### config.mk
export PLATFORM = sky130hd
export DESIGN_NAME = lmcs_seq
export DESIGN_NICKNAME = d
export VERILOG_FILES = /design/src/rtl/lmcs_pkg.sv /design/src/rtl/lmcs_seq.sv
export SDC_FILE = /design/constraint.sdc
export NUM_CORES = 1
export LEC_CHECK = 0
export BUFFER_PORTS_ARGS = -buffer_cell sky130_fd_sc_hd__buf_2
export CAP_MARGIN = 10
export CORE_MARGIN = 4
export CORE_UTILIZATION = 30
export CTS_BUF_LIST = sky130_fd_sc_hd__clkbuf_16
export DETAILED_ROUTE_END_ITERATION = 8
export HOLD_SLACK_MARGIN = 0.08
export MAX_ROUTING_LAYER = met4
export PLACE_DENSITY = 0.68
export SLEW_MARGIN = 5
export SYNTH_ARGS = -nofsm -noshare
export SYNTH_HDL_FRONTEND = slang
export SYNTH_SLANG_ARGS = --single-unit
### constraint.sdc
create_clock -name clk_i -period 5.46 [get_ports clk_i]
set_clock_uncertainty 0.2 [all_clocks]
set_input_delay 1.092 -clock clk_i [delete_from_list [all_inputs] [get_ports clk_i]]
set_output_delay 1.092 -clock clk_i [all_outputs]
set_load 0.1 [all_outputs]
### src/rtl/lmcs_pkg.sv
// ----------------------------------------------------------------------------
// LED matrix column scanner package
// Shared types and constants for the 8x8 RGB column scan driver.
// ----------------------------------------------------------------------------
package lmcs_pkg;

  // Operation codes of an input request
  localparam logic [1:0] OP_WRITE = 2'd0;
  localparam logic [1:0] OP_SCAN  = 2'd1;
  localparam logic [1:0] OP_INIT  = 2'd2;

  // Color slot inside a stored row word, blue shifts out first
  localparam logic [1:0] COLOR_RED   = 2'd0;
  localparam logic [1:0] COLOR_GREEN = 2'd1;
  localparam logic [1:0] COLOR_BLUE  = 2'd2;

  // Matrix geometry
  localparam int unsigned SIDE      = 8;
  localparam int unsigned COORD_W   = 3;
  localparam int unsigned ROW_WORDS = SIDE * SIDE;
  localparam int unsigned PAGE_W    = 4;
  localparam int unsigned PIXEL_W   = 24;

  // 144 gamma bits with data high, eight per byte
  localparam int unsigned GAMMA_BYTES = (SIDE * 3 * 6) / 8;

  // One result as handed from the sequencer to the output register
  typedef struct packed {
    logic       valid;
    logic [7:0] shift_byte;
    logic [7:0] column_select;
    logic       latch_pulse;
    logic       driver_reset;
    logic       bank_select_wide;
    logic       last;
  } result_t;

endpackage

### src/rtl/lmcs_seq.sv
// ----------------------------------------------------------------------------
// Scan sequencer
// Clears the frame store after reset, stores pixel writes, and steps one
// shared counter and the row/color pointers to emit scan and init bytes.
// ----------------------------------------------------------------------------
module lmcs_seq #(
  parameter int unsigned PAGES = 4,
  parameter int unsigned PW    = 2,
  parameter int unsigned AW    = 8
) (
  input  logic                              clk_i,
  input  logic                              rst_ni,
  input  logic                              in_valid_i,
  output logic                              in_ready_o,
  input  logic [1:0]                        operation_i,
  input  logic [2:0]                        pixel_x_i,
  input  logic [2:0]                        pixel_y_i,
  input  logic [7:0]                        red_level_i,
  input  logic [7:0]                        green_level_i,
  input  logic [7:0]                        blue_level_i,
  input  logic [2:0]                        scan_column_i,
  input  logic                              cfg_we_i,
  input  logic [lmcs_pkg::PAGE_W-1:0]       cfg_wdata_i,
  output logic                              mem_wr_en_o,
  output logic [AW-1:0]                     mem_wr_addr_o,
  output logic [lmcs_pkg::PIXEL_W-1:0]      mem_wr_data_o,
  output logic                              mem_rd_en_o,
  output logic [AW-1:0]                     mem_rd_addr_o,
  input  logic [lmcs_pkg::PIXEL_W-1:0]      mem_rd_data_i,
  output lmcs_pkg::result_t                 emit_o,
  input  logic                              out_free_i
);

  localparam int unsigned DEPTH = PAGES * lmcs_pkg::ROW_WORDS;

  localparam logic [2:0] ST_CLEAR = 3'd0;
  localparam logic [2:0] ST_IDLE  = 3'd1;
  localparam logic [2:0] ST_READ  = 3'd2;
  localparam logic [2:0] ST_EMIT  = 3'd3;
  localparam logic [2:0] ST_INIT  = 3'd4;

  logic [2:0]                    state_q, state_d;
  logic [AW-1:0]                 cnt_q, cnt_d;
  logic [2:0]                    row_q, row_d;
  logic [1:0]                    color_q, color_d;
  logic [2:0]                    col_q, col_d;
  logic [PW-1:0]                 page_q, page_d;
  logic [lmcs_pkg::PAGE_W-1:0]   display_page_q;

  logic                          accept;
  logic                          page_ok;
  logic                          scan_fin;
  logic                          init_fin;
  logic                          load;
  logic [7:0]                    color_byte;
  logic [2:0]                    rd_row;

  assign in_ready_o = (state_q == ST_IDLE);
  assign accept     = in_valid_i && in_ready_o;
  assign page_ok    = ({1'b0, display_page_q} < 5'(PAGES));
  assign load       = emit_o.valid && out_free_i;
  assign scan_fin   = (row_q == 3'd0) && (color_q == lmcs_pkg::COLOR_RED);
  assign init_fin   = (cnt_q == AW'(lmcs_pkg::GAMMA_BYTES - 1));

  // Hold the page register
  always_ff @(posedge clk_i or negedge rst_ni) begin
    if (!rst_ni) begin
      display_page_q <= '0;
    end else if (cfg_we_i) begin
      display_page_q <= cfg_wdata_i;
    end
  end

  // Write port: zero fill during the clear pass, pixel stores otherwise
  always_comb begin
    if (state_q == ST_CLEAR) begin
      mem_wr_en_o   = 1'b1;
      mem_wr_addr_o = cnt_q;
      mem_wr_data_o = '0;
    end else begin
      mem_wr_en_o   = accept && (operation_i == lmcs_pkg::OP_WRITE) && page_ok;
      mem_wr_addr_o = {display_page_q[PW-1:0], pixel_x_i, pixel_y_i};
      mem_wr_data_o = {blue_level_i, green_level_i, red_level_i};
    end
  end

  // Read port: first row on entry, next row fetched while the red byte leaves
  assign rd_row        = (state_q == ST_READ) ? row_q : (row_q - 3'd1);
  assign mem_rd_en_o   = (state_q == ST_READ) ||
                         ((state_q == ST_EMIT) && load && (color_q == lmcs_pkg::COLOR_RED) &&
                          (row_q != 3'd0));
  assign mem_rd_addr_o = {page_q, col_q, rd_row};

  // Pick the color byte of the fetched row
  always_comb begin
    case (color_q)
      lmcs_pkg::COLOR_BLUE:  color_byte = mem_rd_data_i[23:16];
      lmcs_pkg::COLOR_GREEN: color_byte = mem_rd_data_i[15:8];
      default:               color_byte = mem_rd_data_i[7:0];
    endcase
  end

  // Build the current result
  always_comb begin
    emit_o = '0;
    if (state_q == ST_EMIT) begin
      emit_o.valid      = 1'b1;
      emit_o.shift_byte = color_byte;
      if (scan_fin) begin
        emit_o.column_select = 8'b1 << col_q;
        emit_o.latch_pulse   = 1'b1;
        emit_o.last          = 1'b1;
      end
    end else if (state_q == ST_INIT) begin
      emit_o.valid            = 1'b1;
      emit_o.shift_byte       = 8'hFF;
      emit_o.driver_reset     = 1'b1;
      emit_o.bank_select_wide = init_fin;
      emit_o.last             = init_fin;
    end
  end

  // Sequence the clear pass, scans and init runs
  always_comb begin
    state_d = state_q;
    cnt_d   = cnt_q;
    row_d   = row_q;
    color_d = color_q;
    col_d   = col_q;
    page_d  = page_q;
    case (state_q)
      ST_CLEAR: begin
        cnt_d = cnt_q + AW'(1);
        if (cnt_q == AW'(DEPTH - 1)) begin
          state_d = ST_IDLE;
        end
      end
      ST_IDLE: begin
        if (accept) begin
          if ((operation_i == lmcs_pkg::OP_SCAN) && page_ok) begin
            state_d = ST_READ;
            row_d   = 3'(lmcs_pkg::SIDE - 1);
            color_d = lmcs_pkg::COLOR_BLUE;
            col_d   = scan_column_i;
            page_d  = display_page_q[PW-1:0];
          end else if (operation_i == lmcs_pkg::OP_INIT) begin
            state_d = ST_INIT;
            cnt_d   = '0;
          end
        end
      end
      ST_READ: begin
        state_d = ST_EMIT;
      end
      ST_EMIT: begin
        if (load) begin
          if (color_q == lmcs_pkg::COLOR_RED) begin
            if (row_q == 3'd0) begin
              state_d = ST_IDLE;
            end else begin
              row_d   = row_q - 3'd1;
              color_d = lmcs_pkg::COLOR_BLUE;
            end
          end else begin
            color_d = color_q - 2'd1;
          end
        end
      end
      ST_INIT: begin
        if (load) begin
          cnt_d = cnt_q + AW'(1);
          if (init_fin) begin
            state_d = ST_IDLE;
          end
        end
      end
      default: begin
        state_d = ST_IDLE;
      end
    endcase
  end

  // Advance control state
  always_ff @(posedge clk_i or negedge rst_ni) begin
    if (!rst_ni) begin
      state_q <= ST_CLEAR;
      cnt_q   <= '0;
      row_q   <= '0;
      color_q <= '0;
    end else begin
      state_q <= state_d;
      cnt_q   <= cnt_d;
      row_q   <= row_d;
      color_q <= color_d;
    end
  end

  // Hold the request's column and page
  always_ff @(posedge clk_i) begin
    col_q  <= col_d;
    page_q <= page_d;
  end

endmodule

# [After elaboration in Yosys (flattened, before gate mapping)]
# Cells that the tools add are included.
# Widths: inputs -> output; s select.
[word_totals] elab_cells=97 in_bits=68 latch_bits=0 mem_count=0 mem_bits_ro=0 reg_bits=25 ramBits=0 out_inout_bits=64
[classes] eq_ne=23 div_mod_pow=0 n_lt_le_gt_ge=1 shift=1 n_addsub=3 mux=40 bitwise=0 mul=0 reduce_logical=22
[op_table] op="$mux 3" n=16
[op_table] op="$mux 8" n=5
[op_table] op="$mux 9" n=4
[op_table] op="$mux 24" n=1
[op_table] op="$pmux 8 s3" n=1
[op_table] op="$pmux 8 s2" n=1
[op_table] op="$pmux 3 s5" n=1
[op_table] op="$mux 2" n=6
[op_table] op="$ne 2x2->1 const B" n=6
[op_table] op="$ne 2x1->1 const B" n=5
[op_table] op="$reduce_and 5->1" n=2
[op_table] op="$logic_and 1x1->1" n=9
[op_table] op="$add 8x1->8 const B" n=1
[op_table] op="$eq 8x5->1 const B" n=1
[op_table] op="$eq 8x8->1 const B" n=1
[op_table] op="$reduce_and 8->1" n=1
[op_table] op="$shl 1x3->8 const A" n=1
[op_table] op="$eq 3x2->1 const B" n=2
[op_table] op="$logic_not 3->1" n=2
[op_table] op="$pmux 3 s2" n=1
[op_table] op="$reduce_and 6->1" n=1
[op_table] op="$reduce_bool 3->1" n=2
[op_table] op="$eq 2x1->1 const B" n=2
[op_table] op="$eq 2x2->1 const B" n=2
[op_table] op="13 further kinds" n=16

# [Longest topological paths before layout]
[depth] depth_word=8 depth_mapped=7

# [Least setup slack after synthesis]
# No wires, ideal clock.
[synth_path] kind="reg-to-output" startpoint="reg col_q[0]" endpoint="out emit_o[4] in the netlist's numbering" setup_slack_ns=0.311 arrival_time_ns=3.857 stages_incl_launch_ff=2 t_required_ns=4.168 path_cell_list="edfxtp_1 -> nor4_1"
[synth_lines] item="start: declaration" line_no="lmcs_seq.sv:46" rtl="logic [2:0] col_q, col_d;"
[synth_lines] item="start signal: assignment" line_no="lmcs_seq.sv:200" rtl="col_q <= col_d;"
[synth_lines] item="end: declaration" line_no="lmcs_seq.sv:30" rtl="output lmcs_pkg::result_t emit_o,"

# [Final worst setup path]
[layout_path] startpoint="reg state_q[1]" endpoint="out mem_wr_addr_o[6]"
[layout_between] elab_chain_len=2
[layout_lines] item="start: declaration" line_no="lmcs_seq.sv:42" rtl="logic [2:0] state_q, state_d;"
[layout_lines] item="start signal: assignment" line_no="lmcs_seq.sv:191" rtl="state_q <= state_d;"
[layout_lines] item="$logic_not 3->1" line_no="lmcs_seq.sv:76" rtl="if (state_q == ST_CLEAR) begin"
[layout_lines] item="$mux 8" line_no="lmcs_seq.sv:76"
[layout_lines] item="end: declaration" line_no="lmcs_seq.sv:25" rtl="output logic [AW-1:0] mem_wr_addr_o,"
# Every way passes these cells.

==> results.toml <==
[worst_setup_path]
critical_path_peak_fanout = 34
critical_path_required_ps = 4170
r2r_end = "state_q[0]"
cp.arrival_ps = 2640
cpMaxStageDelayCell = "nor3_4"
path_cells = "nor3_4 > mux2_2 > buf_2"
r2r_start = "state_q[1]"
r2r_cells = 4
cp_slowest_stage_delay_ps = 1030
worst-setup-path-type = "register to primary output"
timing.critical_path.to_type = "primary output"
timing.critical_path.from_type = "register"
r2r_slack_ps = 2760
critPathTopFamily = "simple AND/OR/NAND/NOR gates"
cp.buffers_inverters = 1

[layout]
num-fill-cells = 637
n_antenna_cell = 0
area.growth.synth_to_final_pct = 38.72
finish.net_count = 428
drive_gt1_frac = 0.4659
finish.instance_area_sq_mm = 0.002793
stdcell_count = 429

[detailed_routing]
drt-total-wl_um = 5998
remaining_drc_errors = 0
drt_pass1_iterations = 4
wl_per_cell_um = 13.98
drtAntennaViolNets = 0
viasPerCell = 4.883
detail_route.wirelength.met1_um = 2628
dr.first_iter.drc_count = 77
num_vias = 2095
met2_wirelength_um = 3097
wl_met3_um = 254
top_sig_layer = "met4"

[clocking]
cts_max_level = 1
clk-insertion-delay-late_ps = 260
ctsHoldBuffers = 0
worst_setup_hold_path_clk_slew_ps = 60
clock_sink_count = 25
cts_buffers = 3
cts_tree = "yes"
cts_max_path_bufs = 2
cts.repair.resized = 0
clock-root-buffer = "clkbuf_16"
postCtsSetupBuffers = 0

[timing]
summed_negative_setup_slack_over_all_endpoints_ps = 0
highest_achievable_clock_rate_ghz = 0.2541
timing_worst_slew_pin_value_ps = 1165
finalCriticalPeriod_ps = 3936
final-max-slew-violation-count = 0
rsz0062_at_grt = "false"
finalSetupViolCount = 0
timing_hold_violations_final = 0
layout_worst_path_cycle_share = 0.7208
final_critical_path_setup_slack_ps = 1524
worst_slew_slack_as_a_fraction_of_its_limit = 0.2205

[place]
dpl_cell_area_sq_mm = 0.002714
place.gp.congestion = 0.7972
numPlacedInstances = 425
placed_wire_length_estimate_um = 4946
placement.io_buffers = 131
worst_setup_slack_post_dpl_ps = 1782

[synth]
synthXorXnorAreaFrac = 0.008701
syn-cell-area_sq_mm = 0.002013
largest_family_of_logic_cells_by_synthesized_area = "simple AND/OR/NAND/NOR gates"
mean_instance_size_in_the_synthesized_netlist_sq_um = 8.715
ys_dominant_reg_cell = "dfrtp_1"
synth.ff_latch_count = 25
synthesized_area_fraction_occupied_by_and_or_nand_nor_cells = 0.2971
postSynth.asyncResetShare = 0.8000
synth_enable_flop_cells = 5
unique_cell_type_count_in_the_yosys_netlist = 58
synth_mux_area_frac = 0.09571
compound_cell_area_share_of_the_yosys_netlist = 0.1753
synth_warnings = 0
synth_fa_ha_area_frac = 0.04351
mappedNetlistNets = 306
seq_area_frac_synth = 0.3232
syn-instance-count = 231

[global_route]
wire_length_of_the_first_global_routing_pass_um = 9694
grt_pass1_vias = 1904
grt_max_degree = 35
track_usage = 0.1446
grt_antenna_before_repair = 0
grt-ovfl-total = 0

[hold_path]
hold-path-endpoint = "page_q[0]"
whs_path_depth = 0
timing.hold.worst.class = "register to register"
hold_start = "display_page_q[0]"

[outcome]
status = "finished clean"

[floorplanning]
initial_core_util = 0.3135
die_y_um = 89.92
die_width_um = 89.92
top_level_ports = 132
coreArea_sq_mm = 0.006422
placementRows = 29
die_area_sq_mm = 0.008086

[run]
cap_violations = 0
[placed cells by master (no fill, tap or decap), types with 2 or more instances in the layout]
cell	netlist	final
nor2b_1	28	28
nand3_1	2	2
nand2_1	20	20
o21ai_0	21	21
nand4_1	2	2
inv_2	4	4
and3_1	4	4
clkbuf_16	0	3
o31ai_1	2	2
inv_1	11	12
or4_1	3	3
xnor2_1	2	2
nand2b_1	5	5
a211oi_1	2	2
a21oi_1	6	6
nor4_1	3	3
mux2i_1	2	2
a22oi_1	8	8
ha_1	7	7
edfxtp_1	5	5
buf_2	4	131
nor3_1	6	6
or3_1	3	3
nor2_1	5	5
dfrtp_1	20	20
a31oi_1	2	2
mux2_2	13	13
[cell families after synthesis]
group                      count (synthesis)
buffers and inverters                     29
DFF                                       25
xor gates and xnor gates                   2
AOI/OAI and AO/OA                         54
and+or+nand+nor                           97
adders and majority gates                  7
muxes                                     17
[cell usage after synthesis (2+ instances only)]
master | number | share of area
a211oi_1 | 2 | 0.0075
a21oi_1 | 6 | 0.015
a22oi_1 | 8 | 0.030
a31oi_1 | 2 | 0.0062
and3_1 | 4 | 0.012
buf_2 | 4 | 0.0099
clkbuf_1 | 10 | 0.019
dfrtp_1 | 20 | 0.25
edfxtp_1 | 5 | 0.075
ha_1 | 7 | 0.044
inv_1 | 11 | 0.021
inv_2 | 4 | 0.0075
mux2_2 | 13 | 0.073
mux2i_1 | 2 | 0.0099
nand2_1 | 20 | 0.037
nand2b_1 | 5 | 0.016
nand3_1 | 2 | 0.0050
nand4_1 | 2 | 0.0062
nor2_1 | 5 | 0.0093
nor2b_1 | 28 | 0.087
nor3_1 | 6 | 0.015
nor4_1 | 3 | 0.0093
o21ai_0 | 21 | 0.052
o31ai_1 | 2 | 0.0075
or3_1 | 3 | 0.0093
or4_1 | 3 | 0.011
xnor2_1 | 2 | 0.0087
[metrics by stage]
step                hold WS, ps    util
global placement          293.4  0.4226
finish                    299.4  0.4348
CTS                       301.7  0.4348
detailed placement        286.8  0.4226
floorplan                 238.9       -
global route              314.6  0.4348
[cell type report]
| cell class | count | area [sq um] | area share |
|---|---|---|---|
| Timing Repair Buffer | 131 | 655.6 | 0.2348 |
| Inverter | 15 | 56.30 | 0.02016 |
| Sequential cell | 25 | 650.6 | 0.2330 |
| Clock inverter | 1 | 3.754 | 0.001344 |
| Tap cell | 77 | 96.34 | 0.03450 |
| Clock buffer | 3 | 75.07 | 0.02688 |
| Multi-Input combinational cell | 177 | 1255 | 0.4494 |
[flip-flops by register name (all words and copies together), names as in the netlist]
name,flops
page_q,2
color_q,2
state_q,3
cnt_q,8
row_q,3
display_page_q,4
col_q,3
[worst max path at each step]
stage	from	to	slack [ps]	cells after the start
floorplan	col_q[0]	emit_o[4]	310	1
detailed placement	state_q[1]	mem_wr_addr_o[6]	1780	3
global placement	state_q[1]	mem_wr_addr_o[7]	1850	3
CTS	state_q[1]	mem_wr_addr_o[6]	1490	3
finish	state_q[1]	mem_wr_addr_o[6]	1520	3
global route	state_q[1]	mem_wr_addr_o[4]	1340	3
[metal layers]
| metal | up-vias | global-route usage |
|---|---|---|
| met4 | 0 | 0.01148 |
| met2 | 46 | 0.2519 |
| met1 | 969 | 0.1818 |
| met5 | - | - |
| li1 | 1077 | - |
| met3 | 3 | 0.02922 |
Power is not shown: default switching activity piles up to over one toggle a cycle in this logic, so the estimate is an artifact.
