$ cat src/rtl/lmcs_pkg.sv
// ----------------------------------------------------------------------------
// LED matrix column scanner package
// Shared types and constants for the 8x8 RGB column scan driver.
// ----------------------------------------------------------------------------
package lmcs_pkg;

  // Operation codes of an input request
  localparam logic [1:0] OP_WRITE = 2'd0;
  localparam logic [1:0] OP_SCAN  = 2'd1;
  localparam logic [1:0] OP_INIT  = 2'd2;

  // Color slot inside a stored row word, blue shifts out first
  localparam logic [1:0] COLOR_RED   = 2'd0;
  localparam logic [1:0] COLOR_GREEN = 2'd1;
  localparam logic [1:0] COLOR_BLUE  = 2'd2;

  // Matrix geometry
  localparam int unsigned SIDE      = 8;
  localparam int unsigned COORD_W   = 3;
  localparam int unsigned ROW_WORDS = SIDE * SIDE;
  localparam int unsigned PAGE_W    = 4;
  localparam int unsigned PIXEL_W   = 24;

  // 144 gamma bits with data high, eight per byte
  localparam int unsigned GAMMA_BYTES = (SIDE * 3 * 6) / 8;

  // One result as handed from the sequencer to the output register
  typedef struct packed {
    logic       valid;
    logic [7:0] shift_byte;
    logic [7:0] column_select;
    logic       latch_pulse;
    logic       driver_reset;
    logic       bank_select_wide;
    logic       last;
  } result_t;

endpackage

$ cat src/rtl/lmcs_out_stage.sv
// ----------------------------------------------------------------------------
// Output register
// Holds one result for the receiver and takes the next when it is free.
// ----------------------------------------------------------------------------
module lmcs_out_stage (
  input  logic                 clk_i,
  input  logic                 rst_ni,
  input  lmcs_pkg::result_t    emit_i,
  output logic                 out_free_o,
  output logic                 out_valid_o,
  input  logic                 out_ready_i,
  output logic [7:0]           shift_byte_o,
  output logic [7:0]           column_select_o,
  output logic                 latch_pulse_o,
  output logic                 driver_reset_o,
  output logic                 bank_select_wide_o,
  output logic                 last_o
);

  logic              valid_q, valid_d;
  lmcs_pkg::result_t data_q;
  logic              take;

  assign out_free_o = !valid_q || out_ready_i;
  assign take       = emit_i.valid && out_free_o;

  // Fill on take, drop when the receiver takes it
  always_comb begin
    if (take) begin
      valid_d = 1'b1;
    end else if (out_ready_i) begin
      valid_d = 1'b0;
    end else begin
      valid_d = valid_q;
    end
  end

  always_ff @(posedge clk_i or negedge rst_ni) begin
    if (!rst_ni) begin
      valid_q <= 1'b0;
    end else begin
      valid_q <= valid_d;
    end
  end

  // Capture the payload
  always_ff @(posedge clk_i) begin
    if (take) begin
      data_q <= emit_i;
    end
  end

  assign out_valid_o        = valid_q;
  assign shift_byte_o       = data_q.shift_byte;
  assign column_select_o    = data_q.column_select;
  assign latch_pulse_o      = data_q.latch_pulse;
  assign driver_reset_o     = data_q.driver_reset;
  assign bank_select_wide_o = data_q.bank_select_wide;
  assign last_o             = data_q.last;

endmodule

$ cat config.mk
export PLATFORM = sky130hd
export DESIGN_NAME = lmcs_out_stage
export DESIGN_NICKNAME = d
export VERILOG_FILES = /design/src/rtl/lmcs_pkg.sv /design/src/rtl/lmcs_out_stage.sv
export SDC_FILE = /design/constraint.sdc
export NUM_CORES = 1
export LEC_CHECK = 0
export ABC_AREA = 1
export ABC_CLOCK_PERIOD_IN_PS = 1800
export BUFFER_PORTS_ARGS = -buffer_cell sky130_fd_sc_hd__buf_2
export CAP_MARGIN = 10
export CORE_MARGIN = 2
export CORE_UTILIZATION = 34
export CTS_CLUSTER_SIZE = 12
export DETAILED_ROUTE_END_ITERATION = 7
export GPL_ROUTABILITY_DRIVEN = 0
export PLACE_DENSITY = 0.78
export REMOVE_ABC_BUFFERS = 1
export SYNTH_ARGS = -nofsm -noshare
export SYNTH_HDL_FRONTEND = slang
export SYNTH_SLANG_ARGS = --single-unit
$ cat constraint.sdc
create_clock -name clk_i -period 1.8 [get_ports clk_i]
set_input_delay 0.27 -clock clk_i [delete_from_list [all_inputs] [get_ports clk_i]]
set_output_delay 0.27 -clock clk_i [all_outputs]
set_load 0.03 [all_outputs]
## Word-level counts from Yosys, hierarchy flattened

Index checks and enable logic that the tools add are counted.

| word-level totals | value |
|---|---|
| bits in read-only memories | 0 |
| memories kept | 0 |
| logic and storage cells | 13 |
| latch bits | 0 |
| output and inout bits | 22 |
| input bits | 24 |
| memory bits (writable) | 0 |
| flip-flop bits (word level) | 21 |

| operators by class | value |
|---|---|
| $add $sub $neg | 0 |
| order comparisons | 0 |
| multiplexer cells | 2 |
| div/mod/pow operators | 0 |
| shift operators | 0 |
| reduce and logical (&&, ||, !) cells | 4 |
| $mul | 0 |
| equal/unequal tests | 0 |
| bitwise operators | 0 |

Operators by type and width:

| cell | count |
|---|---|
| two-way mux 1 bit | 2 |
| nonzero test 2 bit | 1 |
| logical AND 1 bit | 1 |
| logical NOT 1 bit | 1 |
| logical OR 1 bit | 1 |

## Depth between registers and ports, before layout

Gate-level depths: netlist (run 1).

| depth | value |
|---|---|
| word-level depth | 4 |
| depth in mapped cells | 3 |
| gate-level depth less buffers | 3 |

## Worst setup path before layout (run 1)

OpenSTA, ideal clock, no wires.

| timing path | value |
|---|---|
| kind | reg-to-reg |
| start | reg valid_q, in the netlist out_valid_o |
| end | reg data_q, in the netlist bank_select_wide_o (enable) |
| clock period less this slack | 1978 ps |
| setup time | 404 ps |
| setup slack | -178 ps |
| cell stages (with the launch flop) | 2 |
| buffers on the path | 0 |
| data required time | 1396 ps |
| data arrival time | 1574 ps |
| path through | dfrtp_1 -> a21oi_1 |

| between the ends | value |
|---|---|
| cells in the longest elaborated chain, start to end | 3 |

Ends and longest elaborated chain:

| what | RTL line | RTL |
|---|---|---|
| start, declared | lmcs_out_stage.sv:20 | `logic valid_q, valid_d;` |
| start signal, assigned | lmcs_out_stage.sv:42 | `valid_q <= valid_d;` |
| logical NOT 1 bit | lmcs_out_stage.sv:24 | `assign out_free_o = !valid_q \|\| out_ready_i;` |
| logical OR 1 bit | lmcs_out_stage.sv:24 |  |
| logical AND 1 bit | lmcs_out_stage.sv:25 | `assign take = emit_i.valid && out_free_o;` |
| via take | lmcs_out_stage.sv:22 | `logic take;` |
| end signal, assigned | lmcs_out_stage.sv:49 | `data_q <= emit_i;` |
| end, declared | lmcs_out_stage.sv:21 | `lmcs_pkg::result_t data_q;` |

The timed path passes the listed nets, and every way through them passes these cells.
A chain may end at the register's enable or synchronous reset.

## Worst setup path after layout (run 1)

| timing path | value |
|---|---|
| start | reg valid_q, in the netlist out_valid_o |
| end | out out_free_o |

| between the ends | value |
|---|---|
| cells in the longest elaborated chain, start to end | 2 |

Ends and longest elaborated chain:

| what | RTL line | RTL |
|---|---|---|
| logical NOT 1 bit | lmcs_out_stage.sv:24 |  |
| logical OR 1 bit | lmcs_out_stage.sv:24 |  |
| end, declared | lmcs_out_stage.sv:9 | `output logic out_free_o,` |

No other way between the ends.

==> flow_metrics.env, run 1 <==
export IMPL_min_path_type="input pin to flip-flop"
export IMPL_nNetsFinal=102
export IMPL_grt_max_degree=20
export IMPL_final_cell_mix="buf_2 (45), edfxtp_1 (20), clkbuf_4 (3)"
export IMPL_outcome="complete, no violations"
export IMPL_grt_pass1_wl_um=1630
export IMPL_start_util_pct=36.6
export IMPL_switchingPower_mw=0.222
export IMPL_postSynthCellCount=26
export IMPL_fin_skew_ns=0.00559
export IMPL_grt_busiest_layer="met2"
export IMPL_tns_ns=0
export IMPL_vias=405
export IMPL_antenna_found_initial=0
export IMPL_r2r_start="out_valid_o"
export IMPL_pwr_share_seq_pct=62.7
export IMPL_remaining_drc_errors=0
export IMPL_setup_viol=0
export IMPL_grt_pass1_vias=373
export IMPL_cts_tree="yes"
export IMPL_ys_seq_area_share_pct=96.9
export IMPL_r2r_cells=2
export IMPL_hold_buffers=1
export IMPL_grt_ovfl_total=0
export IMPL_htree_num_levels=1
export IMPL_start_kind="flip-flop"
export IMPL_portBuffers=45
export IMPL_rsz0062_at_grt="false"
export IMPL_grtUsageTotal_pct=11.7
export IMPL_sw_frac_of_total_pct=24.3
export IMPL_tightest_slew_ns=0.226
export IMPL_cp_end_kind="output port"
export IMPL_cp_arrival_ns=1.00
export IMPL_clock_sinks=21
export IMPL_drv_slew=0
export IMPL_period_minus_slack_ns=1.27
export IMPL_synth_area_per_cell_um2=24.8
export IMPL_p_leak_nw=0.419
export IMPL_p_total_mw=0.915
export IMPL_grt_util_met3_pct=3.40
export IMPL_clk_latency_ns=0.29
export IMPL_via_per_inst=3.97
export IMPL_drive_above_1_share_pct=64.9
export IMPL_yosysWarnings=0
export IMPL_worstHoldStart="emit_i[5]"
export IMPL_final_cells=102
export IMPL_ioPinCount=46
export IMPL_holdPathStages=1
export IMPL_cp_max_fo=3
export IMPL_area_growth_pct=47.1
export IMPL_gr_usage_met2_pct=20.5
export IMPL_irDropWorstVdd_mv=0.406
export IMPL_ant_nets=0
export IMPL_crit_type="flip-flop to output port"
export IMPL_wirelength_um=1220
export IMPL_fin_crit_sh_pct=70.3
export IMPL_hold_end="column_select_o[1]"
export IMPL_pre_cts_slack_ns=0.638
export IMPL_die_w_um=47.6
export IMPL_row_count=15
export IMPL_synthDistinctLibCells=5
export IMPL_die_area_um2=2260
export IMPL_power_share_clock_pct=23.8
export IMPL_internal_power_mw=0.693
export IMPL_dp_hpwl_um=970
export IMPL_p_comb_share_pct=13.5
export IMPL_r2r_end="shift_byte_o[7]"
export IMPL_use_met1_pct=11.9
export IMPL_num_antenna_cells=0
export IMPL_post_cts_buffers=0
export IMPL_dr_pass1_iters=3
export IMPL_wl_per_cell_um=12.0
export IMPL_drtIter0Drc=10
export IMPL_clkTransAtPathRegs_ns=0.11
export IMPL_numCtsBuffers=3
export IMPL_timing_slew_headroom_pct=85.0
export IMPL_clock_path_buffers=2
export IMPL_die_h_um=47.6
export IMPL_setup_slack_ns=0.534
export IMPL_clock_fmax_mhz=790
export IMPL_dp_cells=97
export IMPL_synth_area_um2=646
export IMPL_required_ns=1.53
export IMPL_ys_ff_latch=21
export IMPL_max_cap_violations=0
export IMPL_hold_viol_final=0
export IMPL_reg2reg_slack_ns=0.64
export IMPL_cts_root_buf="clkbuf_4"
export IMPL_power_density_nw_per_um2=963
export IMPL_cts_resized=0
export IMPL_core_um2=1760
export IMPL_layout_commonest_cell="buf_2"
[cell type report]
cell class,count,area (um2)
clock buffers,4,26.3
fillers,170,815
inverters,2,7.51
multi-input cells,3,16.3
flip-flops and latches,21,626
well taps,25,31.3
repair buffers,47,243
[logic make-up (layout without fill, tap and decap cells)]
kind of cell	count (synthesis)	count (layout)	share of synthesized area, %
and+or+nand+nor	2	2	1.16
DFF	21	21	96.9
AOI/OAI and AO/OA	1	1	0.774
buffers and inverters	2	53	1.16
[worst max-delay path, stage by stage (launching register included)]
cell	delay [ns]
dfrtp_1	0.42
nand2_1	0.09
buf_2	0.20
[registers in the layout, indices dropped and copies added (netlist names)]
| name | cells |
|---|---|
| driver_reset_o | 1 |
| latch_pulse_o | 1 |
| shift_byte_o | 8 |
| out_valid_o | 1 |
| bank_select_wide_o | 1 |
| last_o | 1 |
| column_select_o | 8 |
[worst max-delay path by stage]
stage	to	cells after the start	start
4_1_cts	out_free_o	2	out_valid_o
2_1_floorplan	bank_select_wide_o	1	out_valid_o
5_1_grt	out_free_o	2	out_valid_o
3_3_place_gp	column_select_o[2]	2	out_valid_o
3_5_place_dp	column_select_o[5]	2	out_valid_o
6_report	out_free_o	2	out_valid_o
[layer usage]
metal / vias to the layer above / wire length (um) / part of all wire (%)
met5: - / 0 / 0
met4: 0 / 0 / 0
met3: 0 / 73 / 6.0
met2: 22 / 661 / 54
met1: 181 / 484 / 40
li1: 202 / - / -
[through the flow]
step	cell area (um2)	util, %	hold slack [ns]
after floorplan	646	-	-0.0256
after global placement	913	51.8	0.0452
after detailed placement	913	51.8	0.0470
after CTS	950	53.8	0.135
after global routing	950	53.8	0.121
final	950	53.8	0.140
[power by group through the flow]
stage | Sequential [mW] | Combinational [mW] | Clock (mW)
global placement | 0.584 | 0.122 | 0
global route | 0.576 | 0.132 | 0.240
finish | 0.573 | 0.123 | 0.218
detailed placement | 0.585 | 0.123 | 0
floorplan | 0.640 | 0.0146 | 0
CTS | 0.574 | 0.125 | 0.222
[cell usage after synthesis]
library cell,n,area share (%)
dfrtp_1,1,3.9
a21oi_1,1,0.77
inv_1,2,1.2
nand2_1,2,1.2
edfxtp_1,20,93
No activity file was read; power rests on OpenSTA's default activity.
==> run 2: changes to the inputs <==
- ABC_CLOCK_PERIOD_IN_PS: 1800 -> 1200
- CORE_UTILIZATION: 34 -> 38
- PLACE_DENSITY: 0.78 -> 0.82
- clock period: 1.8 -> 1.2 ns (I/O delays scaled with it)
==> run 2 against run 1 <==
Core utilization up 7.7 points. Worst hold slack worse by 0.081 ns. Non-clock buffer count up 1. Sequential share of layout area up 0.087 points. Final area down 0.13%. Register-to-register slack worse by 0.52 ns. Die area down 9.7%. Sequential power up 50%. Largest power group unchanged. Power up 50%. Clock-buffer cell count unchanged. Setup slack worse by 0.47 ns.
==> flow_metrics.env, run 2 (synthesized netlist as in run 1, its figures left out) <==
export IMPL_period_minus_slack_ns=1.13
export IMPL_critical_path_slowest_cell="dfrtp_1"
export IMPL_htree_num_levels=1
export IMPL_cp_arrival_ns=0.95
export IMPL_cts_tree="yes"
export IMPL_final_cell_mix="buf_2 (44), edfxtp_1 (20), clkbuf_4 (3), buf_4 (3)"
export IMPL_required_ns=1.02
export IMPL_power_density_nw_per_um2=1450
export IMPL_post_cts_buffers=0
export IMPL_clock_path_buffers=2
export IMPL_grt_max_degree=13
export IMPL_crit_type="flip-flop to output port"
export IMPL_die_h_um=45.2
export IMPL_clk_latency_ns=0.29
export IMPL_ant_nets=0
export IMPL_wl_per_cell_um=12.7
export IMPL_remaining_drc_errors=0
export IMPL_grtUsageTotal_pct=13.1
export IMPL_outcome="complete, no violations"
export IMPL_die_w_um=45.2
export IMPL_antenna_found_initial=0
export IMPL_fin_skew_ns=0.00297
export IMPL_vias=415
export IMPL_min_path_type="input pin to flip-flop"
export IMPL_drive_above_1_share_pct=65.4
export IMPL_dr_pass1_iters=3
export IMPL_wirelength_um=1190
export IMPL_clkTransAtPathRegs_ns=0.11
export IMPL_hold_viol_final=0
export IMPL_die_area_um2=2040
export IMPL_p_leak_nw=0.426
export IMPL_dp_cells=89
export IMPL_slowest_delay_ns=0.41
export IMPL_portBuffers=45
export IMPL_row_count=14
export IMPL_clock_sinks=21
export IMPL_layout_commonest_cell="buf_2"
export IMPL_cts_root_buf="clkbuf_4"
export IMPL_crit_path_cell_trace="nand2_1 > buf_4"
export IMPL_area_growth_pct=46.9
export IMPL_setup_viol=0
export IMPL_start_util_pct=41.9
export IMPL_grt_pass1_wl_um=1790
export IMPL_num_antenna_cells=0
export IMPL_cp_max_fo=3
export IMPL_cp_end_kind="output port"
export IMPL_core_um2=1540
export IMPL_start_kind="flip-flop"
export IMPL_clock_fmax_mhz=884
export IMPL_grt_ovfl_total=0
export IMPL_dp_hpwl_um=961
export IMPL_max_cap_violations=0
export IMPL_timing_slew_headroom_pct=89.4
export IMPL_via_per_inst=4.41
export IMPL_rsz0062_at_grt="false"
export IMPL_nNetsFinal=103
export IMPL_irDropWorstVdd_mv=0.653
export IMPL_hold_ws_ns=0.0589
export IMPL_numCtsBuffers=3
export IMPL_drv_slew=0
export IMPL_grt_pass1_vias=433
export IMPL_final_cells=94
export IMPL_tightest_slew_ns=0.159
export IMPL_fin_crit_sh_pct=94.2
export IMPL_post_route_util_pct=61.5
export IMPL_drtIter0Drc=4
export IMPL_ioPinCount=46
run 2: cell count changes in the layout (fill, tap and decap cells not counted), sizes merged:
| cell | before | now |
|---|---|---|
| buf | 46 | 47 |
run 2: critical path, delay by kind of cell, from the launching register on:
kind,cells,cell delay [ns]
flip-flops,1,0.41
AND/OR/NAND/NOR,1,0.09
buffers and inverters,1,0.16
run 2: final cells by class:
class	count	area, um2
clock buffer	4	26.3
tap	16	20.0
inverter	2	7.51
multi-input combinational	3	16.3
timing repair buffer	48	253
sequential	21	626
fill	134	593
run 2: final timing paths:
check                             from                 end  slack, ns  depth (start not counted)
max                        out_valid_o          out_free_o       0.07                          2
min                          emit_i[8]  column_select_o[4]       0.06                          1
max reg2reg                out_valid_o     shift_byte_o[5]       0.12                          2
min reg2reg                out_valid_o         out_valid_o       0.55                          2
max in group asynchronous       rst_ni         out_valid_o       0.94                          2
min in group asynchronous       rst_ni         out_valid_o       0.18                          2
run 2: per-layer routing:
metal / vias to the layer above / global-route usage [%] / wire (um)
met1: 190 / 12.9 / 397
met2: 20 / 22.9 / 678
li1: 203 / - / -
met5: - / 0 / 0
met3: 2 / 4.80 / 101
met4: 0 / 8.24 / 14
run 2: what timing repair did:
item | CTS | global route
hold endpoints to repair | 1 | 0
resized for setup | 0 | 2
hold buffers | 1 | 0
setup endpoints to repair | 0 | 1
run 2: through the flow:
| step | setup WS (ns) | setup TNS, ns | power (mW) | instance area, um2 |
|---|---|---|---|---|
| floorplan | -0.778 | -15.55 | 0.982 | 646 |
| global placement | 0.152 | 0 | 1.06 | 910 |
| detailed placement | 0.129 | 0 | 1.07 | 910 |
| CTS | 0.0217 | 0 | 1.38 | 946 |
| global route | 0.00614 | 0 | 1.42 | 948 |
| finish | 0.0692 | 0 | 1.37 | 948 |
run 2: report_power, final:
part	internal (mW)	total [mW]	switching [mW]
Combinational	0.0639	0.191	0.127
Sequential	0.850	0.860	0.00992
Clock	0.129	0.321	0.192
==> run 3: changes to the inputs <==
- BUFFER_PORTS_ARGS: -buffer_cell sky130_fd_sc_hd__buf_2 -> -buffer_cell sky130_fd_sc_hd__buf_4
==> run 3 against run 2 <==
Combinational power is 23% higher. Largest power group unchanged. Largest cell class unchanged. Highest routed layer unchanged. Clock power decreased by 3%. First-iteration DRC count is 25% higher. Critical path type unchanged.
==> flow_metrics.env, run 3 (synthesized netlist as in run 1, its figures left out) <==
export IMPL_clkTransAtPathRegs_ns=0.11
export IMPL_vias=420
export IMPL_grt_ovfl_total=0
export IMPL_cp_max_fo=3
export IMPL_critical_path_slowest_cell="dfrtp_1"
export IMPL_slowest_delay_ns=0.42
export IMPL_clock_sinks=21
export IMPL_via_per_inst=4.47
export IMPL_drv_slew=0
export IMPL_grt_pass1_vias=397
export IMPL_grt_pass1_wl_um=1710
export IMPL_htree_num_levels=1
export IMPL_ant_nets=0
export IMPL_period_minus_slack_ns=1.14
export IMPL_hold_buffers=1
export IMPL_fin_skew_ns=0.00386
export IMPL_clock_fmax_mhz=881
export IMPL_irDropWorstVdd_mv=0.871
export IMPL_layout_commonest_cell="buf_4"
export IMPL_portBuffers=45
export IMPL_die_h_um=45.2
export IMPL_fin_crit_sh_pct=94.6
export IMPL_required_ns=1.02
export IMPL_ioPinCount=46
export IMPL_clock_path_buffers=2
export IMPL_p_leak_nw=0.467
export IMPL_row_count=14
export IMPL_start_util_pct=41.9
export IMPL_area_growth_pct=64.1
export IMPL_power_density_nw_per_um2=1330
export IMPL_num_antenna_cells=0
export IMPL_start_kind="flip-flop"
export IMPL_antenna_found_initial=0
export IMPL_drive_above_1_share_pct=66.7
export IMPL_p_total_mw=1.41
export IMPL_wl_per_cell_um=13.6
export IMPL_tns_ns=0
export IMPL_cts_root_buf="clkbuf_4"
export IMPL_post_cts_buffers=0
export IMPL_setup_viol=0
export IMPL_clk_latency_ns=0.29
export IMPL_min_path_type="input pin to flip-flop"
export IMPL_tightest_slew_ns=0.155
export IMPL_max_cap_violations=0
export IMPL_drtIter0Drc=5
export IMPL_numCtsBuffers=3
export IMPL_hold_viol_final=0
export IMPL_crit_path_cell_trace="nand2_1 > buf_4"
export IMPL_wirelength_um=1280
export IMPL_pre_cts_slack_ns=0.128
export IMPL_core_um2=1540
export IMPL_grt_max_degree=13
export IMPL_die_area_um2=2040
export IMPL_nNetsFinal=103
export IMPL_grtUsageTotal_pct=12.8
export IMPL_dr_pass1_iters=4
export IMPL_timing_slew_headroom_pct=89.6
export IMPL_cp_arrival_ns=0.96
export IMPL_setup_slack_ns=0.0644
export IMPL_cp_end_kind="output port"
export IMPL_rsz0062_at_grt="false"
export IMPL_remaining_drc_errors=0
export IMPL_final_cell_mix="buf_4 (47), edfxtp_1 (20), clkbuf_4 (3)"
export IMPL_die_w_um=45.2
export IMPL_cts_resized=0
export IMPL_cts_tree="yes"
export IMPL_crit_type="flip-flop to output port"
export IMPL_outcome="complete, no violations"
run 3: cell count changes in the layout (fill, tap and decap cells not counted), sizes merged:
| cell | change |
|---|---|
| clkinv | +1 |
| clkbuf | -1 |
run 3: power by group:
part | switching (mW) | total (mW) | internal (mW)
Clock | 0.188 | 0.311 | 0.124
Sequential | 0.0129 | 0.863 | 0.850
Combinational | 0.129 | 0.234 | 0.105
Total | 0.329 | 1.41 | 1.08
run 3: critical path, delay by kind of cell (launching register included):
family | cells | cell delay [ns]
AND/OR/NAND/NOR | 1 | 0.09
buffers and inverters | 1 | 0.16
flip-flops | 1 | 0.42
run 3: path summary, 6_finish.rpt:
check	depth (start not counted)	slack [ns]	start	end
max	2	0.06	out_valid_o	out_free_o
min	1	0.06	emit_i[0]	last_o
max reg2reg	2	0.12	out_valid_o	shift_byte_o[7]
min reg2reg	2	0.56	out_valid_o	out_valid_o
max in group asynchronous	2	0.93	rst_ni	out_valid_o
min in group asynchronous	2	0.20	rst_ni	out_valid_o
run 3: per-stage QoR:
step	util, %	hold slack [ns]	instances	area (um2)
global route	68.8	0.0311	94	1060
finish	68.8	0.0585	94	1060
global placement	66.3	-0.0423	89	1020
detailed placement	66.3	-0.0421	89	1020
floorplan	-	-0.116	26	646
CTS	68.8	0.0496	94	1060
run 3: area by class of cell:
class	instances	area, um2
Sequential cell	21	626
Fill cell	113	482
Timing Repair Buffer	48	363
Clock buffer	3	22.5
Tap cell	16	20.0
Multi-Input combinational cell	3	16.3
Inverter	2	7.51
Clock inverter	1	5.00
run 3: routing by layer:
| metal | track usage, % | share of wire, % | vias to the layer above | wire (um) |
|---|---|---|---|---|
| met3 | 5.20 | 8.4 | 2 | 107 |
| met5 | 0 | 0 | - | 0 |
| met2 | 25.7 | 61 | 20 | 782 |
| met4 | 3.53 | 0.31 | 0 | 4 |
| li1 | - | - | 204 | - |
| met1 | 11.3 | 30 | 194 | 385 |
